File: config.mk
export PLATFORM = sky130hd
export DESIGN_NAME = sact_ctrl
export DESIGN_NICKNAME = d
export VERILOG_FILES = /design/src/hdl/sact_pkg.sv /design/src/hdl/sact_ctrl.sv
export SDC_FILE = /design/constraint.sdc
export NUM_CORES = 1
export LEC_CHECK = 0
export ABC_AREA = 0
export ABC_CLOCK_PERIOD_IN_PS = 1100
export BUFFER_PORTS_ARGS = -buffer_cell sky130_fd_sc_hd__buf_2
export CORE_AREA = 5 5 42 44
export CTS_CLUSTER_SIZE = 20
export DETAILED_ROUTE_END_ITERATION = 10
export DIE_AREA = 0 0 47 49
export PLACE_DENSITY = 0.33
export SLEW_MARGIN = 20
export SYNTH_ARGS = -nofsm -noshare
export SYNTH_HDL_FRONTEND = slang
export SYNTH_SLANG_ARGS = --single-unit
File: constraint.sdc
create_clock -name i_clk -period 1.1 [get_ports i_clk]
set_input_delay 0 -clock i_clk [delete_from_list [all_inputs] [get_ports i_clk]]
set_output_delay 0 -clock i_clk [all_outputs]
set_load 0.02 [all_outputs]
File: src/hdl/sact_pkg.sv
// Shared types and constants for the set-associative cache tag model.
package sact_pkg;

    localparam int CNT_W = 32;
    localparam int CFG_W = 4;
    localparam int MAX_OFFSET = 12;

    typedef enum logic [1:0] {
        CFG_OFFSET_BITS = 2'd0,
        CFG_SET_BITS    = 2'd1,
        CFG_WAYS        = 2'd2
    } t_cfg_idx;

    typedef enum logic [1:0] {
        ST_IDLE,
        ST_CLEAR,
        ST_LOOKUP,
        ST_UPDATE
    } t_state;

    typedef struct packed {
        logic        action;
        logic [31:0] address;
    } t_req;

    typedef struct packed {
        logic        hit;
        logic        evicted;
        logic        wrote_back;
        logic [2:0]  way;
        logic [31:0] access_count;
        logic [31:0] read_count;
        logic [31:0] write_count;
        logic [31:0] hit_count;
        logic [31:0] miss_count;
        logic [31:0] eviction_count;
        logic [31:0] writeback_count;
    } t_rsp;

    typedef struct packed {
        logic clr_step;
        logic capture;
        logic update;
    } t_cmd;

    typedef struct packed {
        logic clr_done;
    } t_status;

    function automatic logic [CNT_W-1:0] sat_inc(input logic [CNT_W-1:0] c);
        sat_inc = (c == {CNT_W{1'b1}}) ? c : c + 1'b1;
    endfunction

endpackage

File: src/hdl/sact_ctrl.sv
// Controller state machine for the cache tag model.
module sact_ctrl (
    input  logic             i_clk,
    input  logic             i_rst_n,
    input  logic             i_start,
    input  sact_pkg::t_status i_status,
    output sact_pkg::t_cmd   o_cmd,
    output logic             o_busy
);

    sact_pkg::t_state r_state, n_state;

    always_ff @(posedge i_clk) begin
        if (!i_rst_n) begin
            r_state <= sact_pkg::ST_CLEAR;
        end else begin
            r_state <= n_state;
        end
    end

    always_comb begin
        n_state = r_state;
        o_cmd   = '0;
        o_busy  = 1'b1;
        unique case (r_state)
            sact_pkg::ST_IDLE: begin
                o_busy = 1'b0;
                if (i_start) begin
                    o_cmd.capture = 1'b1;
                    n_state = sact_pkg::ST_LOOKUP;
                end
            end
            sact_pkg::ST_CLEAR: begin
                o_cmd.clr_step = 1'b1;
                if (i_status.clr_done) n_state = sact_pkg::ST_IDLE;
            end
            sact_pkg::ST_LOOKUP: begin
                n_state = sact_pkg::ST_UPDATE;
            end
            sact_pkg::ST_UPDATE: begin
                o_cmd.update = 1'b1;
                n_state = sact_pkg::ST_IDLE;
            end
            default: n_state = sact_pkg::ST_IDLE;
        endcase
    end

endmodule

==> flow_summary_export.csv, run 1 <==
group,metric,value,unit
setup_path,crit_start,"r_state[0]",
grt,grt_max_degree,7,
timing,fin_skew,0.0982,ps
final_layout,fin_util,13.2,%
clock_network,cts.path.max_buffers,2,
clock_network,clk_latency,220,ps
final_layout,drive_gt1_share,43.5,%
setup_path,worstRegToRegCells,2,
synthesis,synth_commonest_cells,"dfxtp_1, nor2_1",
setup_path,crit_path_start_kind,"flop",
routing,first_pass_iters,3,
final_layout,n_fill_cell,164,
synthesis,ys_top_cells_by_area,"dfxtp_1, or3b_1, nor2_1, nor3b_1, and2_1",
routing,routed_wl,303,um
timing,worst_slew_pin_slew,156,ps
synthesis,synth_top_area_cell,"dfxtp_1",
clock_network,cts_tree,"built",
timing,setup_tns,0,ps
synthesis,ys_seq_area_share,41.0,%
floorplanning,ios,8,
setup_path,ff2ff_setup_slack,240,ps
power_and_ir_drop,power_frac_clock,54.6,%
synthesis,synthCells,12,
final_layout,final_nets,29,
clock_network,post_cts_buffers,0,
status,status,"complete, no violations",
grt,grt_overflow,0,
synthesis,netlist_area,97.6,um2
routing,num_vias,115,
floorplanning,dieArea,2300,um2
synthesis,yosys_warnings,0,
routing,detail-route-antenna-nets,0,
routing,wl_per_cell,7.77,um
floorplanning,start_util,6.96,%
clock_network,h-tree-depth,1,
grt,grt_pass1_wl,503,um
routing,drc,0,
floorplanning,coreArea,1400,um2
setup_path,cp-end-kind,"output port",
clock_network,clkTransAtPathRegs,30,ps
floorplanning,die_y,49,um
synthesis,async_flop_share,0,%
power_and_ir_drop,power.leakage,0.0898,nW
final_layout,largest_register_ffs,2,
clock_network,clock_sinks,2,
grt,grt_pass1_vias,134,
synthesis,synth_top_flop_cell,"dfxtp_1",
power_and_ir_drop,p_int,0.221,mW
placed_design,portBuffers,7,
grt,antenna_found_initial,0,
clock_network,cts-root-buf,"clkbuf_4",
flow_run,drv_cap,0,
power_and_ir_drop,vdd_ir_drop_max,186,uV
final_layout,largestRegisters,"r_state x2",
timing,min_period,1030,ps
timing,finalHoldViolCount,0,
setup_path,crit_arrival,1030,ps
routing,drt-initial-drc-count,4,
final_layout,diodes,0,
grt,grt_usage,3.87,%
setup_path,reg2reg_to,"r_state[0]",
power_and_ir_drop,sequentialPowerShare,28.4,%
power_and_ir_drop,swShare,24.4,%
setup_path,critPathKind,"flop to output port",
setup_path,endpoint,"o_cmd[1]",
setup_path,cp_data_required_time,1100,ps
final_layout,syn_to_final_growth,89.7,%
power_and_ir_drop,powerDensity,1580,nW/um2
placed_design,place_congestion,0.700,
synthesis,synth_edf_count,0,
floorplanning,die_x,47,um
timing,post-route-period-util,93.7,%
clock_network,cts_made_buffers,3,
timing,finalSetupViolations,0,
floorplanning,rows,14,
setup_path,cp_max_fo,6,
synthesis,syn-num-nets,16,
final_layout,largest_register,"r_state",
synthesis,syn_avg_cell_area,8.13,um2
power_and_ir_drop,p_comb_share,17.0,%
timing,rsz0062_at_grt,"false",
hold_path,hold_path_class,"input port to flop",
synthesis,ys_types,10,
timing,slew_headroom,89.6,%
routing,via_per_inst,2.95,
power_and_ir_drop,power.switching,0.0714,mW
synthesis,ys_ff_latch,2,
setup_path,r2r-start,"r_state[0]",
timing,fmax,0.971,GHz
synthesis,synth_top_area_share,41.0,%
timing,maxSlewViolCount,0,
final cells by class:
class | instances | area [um2] | area share [%]
Clock buffer | 3 | 22.5 | 12.2
Inverter | 1 | 3.75 | 2.03
Multi-Input combinational cell | 9 | 53.8 | 29.1
Sequential cell | 2 | 40.0 | 21.6
Tap cell | 16 | 20.0 | 10.8
Timing Repair Buffer | 8 | 45.0 | 24.3
worst min path at each step:
stage	start	end	slack, ps	cells after the start
after floorplan	i_rst_n	r_state[0]	70	1
after global placement	i_rst_n	r_state[0]	200	2
after detailed placement	i_rst_n	r_state[0]	200	2
after CTS	i_status	r_state[0]	60	3
after global routing	i_status	r_state[0]	50	3
final	i_status	r_state[0]	60	3
metrics by stage:
step | area (um2) | power [mW] | cells | setup WS, ps | hold slack (ps)
3_5_place_dp | 153 | 0.132 | 35 | 243 | 204
5_1_grt | 185 | 0.324 | 39 | 0.579 | 53.2
6_report | 185 | 0.292 | 39 | 69.8 | 62.4
4_1_cts | 185 | 0.306 | 39 | 53.5 | 56.5
3_3_place_gp | 153 | 0.130 | 35 | 270 | 195
2_1_floorplan | 97.6 | 0.112 | 12 | 155 | 71.8
critical path, cell delays in order (launching register included):
cell,delay [ps]
dfxtp_1,320
or2_1,240
nor2_1,80
buf_2,160
power groups by stage:
| stage | logic (mW) | registers (mW) | clock network, mW |
|---|---|---|---|
| after CTS | 0.0504 | 0.0831 | 0.173 |
| after detailed placement | 0.0476 | 0.0841 | 0 |
| after global routing | 0.0535 | 0.0843 | 0.186 |
| after floorplan | 0.0295 | 0.0828 | 0 |
| final | 0.0497 | 0.0831 | 0.160 |
| after global placement | 0.0471 | 0.0831 | 0 |
metal layers:
metal / vias to the layer above / share of wire (%) / global-route usage [%]
met5: - / 0 / 0
met4: 0 / 0 / 6.91
met3: 0 / 19 / 4.06
met2: 8 / 31 / 2.94
met1: 46 / 49 / 3.50
li1: 61 / - / -
repair_timing:
action / CTS / global route
resized for setup: 0 / 0
setup endpoints to repair: 0 / 0
endpoints found under the hold margin: 1 / 0
hold buffers: 1 / 0
cell families after synthesis:
| group | synth area share, % |
|---|---|
| flip-flops | 41.0 |
| buffers and inverters | 3.84 |
| AND/OR/NAND/NOR | 55.1 |
cells in the final DEF, fill, tap and decap left out:
cell type / Yosys / routed
nor3b_1: 1 / 1
inv_1: 1 / 1
or2_1: 1 / 1
nor2_1: 2 / 2
buf_2: 0 / 7
dfxtp_1: 2 / 2
or3b_1: 1 / 1
and2_1: 1 / 1
nand2b_1: 1 / 1
nand3_1: 1 / 1
nor2b_1: 1 / 1
dlygate4sd3_1: 0 / 1
clkbuf_4: 0 / 3
Note: power is estimated with default switching activity, not from simulation.
==> inputs of run 2 (changes only) <==
- CTS_BUF_LIST: unset -> sky130_fd_sc_hd__clkbuf_4 sky130_fd_sc_hd__clkbuf_8
- RECOVER_POWER: unset -> 100
==> flow_summary_export.csv, run 2 (synthesis results as in run 1) <==
group,metric,value,unit
power_and_ir_drop,power.switching,0.0716,mW
setup_path,crit_path_start_kind,"flop",
grt,grt_pass1_vias,134,
clock_network,cts_made_buffers,3,
final_layout,final_nets,29,
placed_design,place_congestion,0.700,
setup_path,worstRegToRegCells,2,
setup_path,r2r-start,"r_state[0]",
setup_path,cp-end-kind,"output port",
floorplanning,rows,14,
clock_network,cts_tree,"built",
status,status,"complete, no violations",
timing,finalSetupViolations,0,
routing,drt-initial-drc-count,4,
timing,finalHoldViolCount,0,
floorplanning,start_util,6.96,%
power_and_ir_drop,vdd_ir_drop_max,186,uV
grt,grt_pass1_wl,503,um
setup_path,crit_arrival,1030,ps
routing,wl_per_cell,7.82,um
final_layout,syn_to_final_growth,88.5,%
clock_network,clk_latency,220,ps
setup_path,ff2ff_setup_slack,240,ps
timing,fin_ws,69.8,ps
timing,rsz0062_at_grt,"false",
clock_network,clock_sinks,2,
power_and_ir_drop,power.leakage,0.0866,nW
clock_network,cts-root-buf,"clkbuf_4",
clock_network,cts.path.max_buffers,2,
setup_path,critPathKind,"flop to output port",
grt,antenna_found_initial,0,
timing,post-route-period-util,93.7,%
placed_design,place_ws,243,ps
floorplanning,dieArea,2300,um2
final_layout,largest_register_ffs,2,
routing,routed_wl,305,um
power_and_ir_drop,p_comb_share,16.7,%
power_and_ir_drop,power_frac_clock,54.8,%
clock_network,post_cts_buffers,0,
timing,setup_tns,0,ps
hold_path,hold_path_class,"input port to flop",
final_layout,mostFrequentLayoutCells,"buf_2, clkbuf_4, nor2_1, dfxtp_1",
routing,first_pass_iters,3,
flow_run,drv_cap,0,
grt,grt_usage,3.87,%
clock_network,cts_hold_buf,1,
power_and_ir_drop,powerDensity,1590,nW/um2
clock_network,post_cts_resized,0,
hold_path,hold_end,"r_state[0]",
power_and_ir_drop,sequentialPowerShare,28.5,%
routing,drc,0,
clock_network,h-tree-depth,1,
final_layout,largest_register,"r_state",
hold_path,hold_depth,3,
floorplanning,die_x,47,um
final_layout,largestRegisters,"r_state x2",
grt,grt_overflow,0,
timing,fin_skew,0.0982,ps
timing,worst_slew_pin_slew,251,ps
floorplanning,ios,8,
timing,min_period,1030,ps
routing,num_vias,115,
setup_path,reg2reg_to,"r_state[0]",
routing,detail-route-antenna-nets,0,
setup_path,cp_data_required_time,1100,ps
final_layout,diodes,0,
timing,fmax,0.971,GHz
final_layout,drive_gt1_share,39.1,%
routing,via_per_inst,2.95,
timing,slew_headroom,83.4,%
placed_design,portBuffers,7,
power_and_ir_drop,swShare,24.5,%
clock_network,clkTransAtPathRegs,30,ps
final_layout,layout_commonest_cell,"buf_2",
timing,maxSlewViolCount,0,
hold_path,hp-start,"i_status",
floorplanning,coreArea,1400,um2
floorplanning,die_y,49,um
setup_path,cp_max_fo,6,
power_and_ir_drop,p_int,0.220,mW
grt,grt_max_degree,7,
run 2: cell types whose count changed in the layout (fill, tap and decap cells not counted):
| cell | previous run | this run |
|---|---|---|
| buf_2 | 7 | 5 |
| clkbuf_2 | 0 | 1 |
| clkbuf_1 | 0 | 1 |
run 2: power by group through the flow:
| stage | Sequential [mW] | Clock (mW) | Combinational, mW |
|---|---|---|---|
| 6_report | 0.0831 | 0.160 | 0.0488 |
| 5_1_grt | 0.0843 | 0.186 | 0.0525 |
| 4_1_cts | 0.0831 | 0.173 | 0.0504 |
| 3_5_place_dp | 0.0841 | 0 | 0.0476 |
| 3_3_place_gp | 0.0831 | 0 | 0.0471 |
| 2_1_floorplan | 0.0828 | 0 | 0.0295 |
run 2: how the worst max path moves through the flow:
stage | from | end | slack, ps | depth (start not counted)
after floorplan | r_state[0] | o_cmd[1] | 160 | 2
after global placement | r_state[0] | r_state[0] | 270 | 2
after detailed placement | r_state[0] | r_state[0] | 240 | 2
after CTS | r_state[0] | o_cmd[1] | 50 | 3
after global routing | r_state[0] | o_cmd[1] | 0.6 | 3
final | r_state[0] | o_cmd[1] | 70 | 3
run 2: area by class of cell:
type,count,area (um2)
tap,16,20.0
timing repair buffer,8,43.8
sequential,2,40.0
inverter,1,3.75
multi-input combinational,9,53.8
fill,165,1220
clock buffer,3,22.5
run 2: layer usage:
layer | up-vias | routed length (um) | track usage [%]
li1 | 61 | - | -
met4 | 0 | 0 | 6.91
met5 | - | 0 | 0
met1 | 46 | 149 | 3.50
met3 | 0 | 60 | 4.06
met2 | 8 | 95 | 2.94
run 2: worst max-delay path, stage by stage (launching register included):
cell     delay (ps)
dfxtp_1         320
or2_1           240
nor2_1           80
buf_2           160
run 2: stage by stage:
stage	cells	utilization, %	hold WS, ps	total power, mW	cell area [um2]
floorplan	12	-	71.8	0.112	97.6
global placement	35	10.9	195	0.130	153
detailed placement	35	10.9	204	0.132	153
CTS	39	13.2	56.5	0.306	185
global route	39	13.1	53.2	0.323	184
finish	39	13.1	62.4	0.292	184
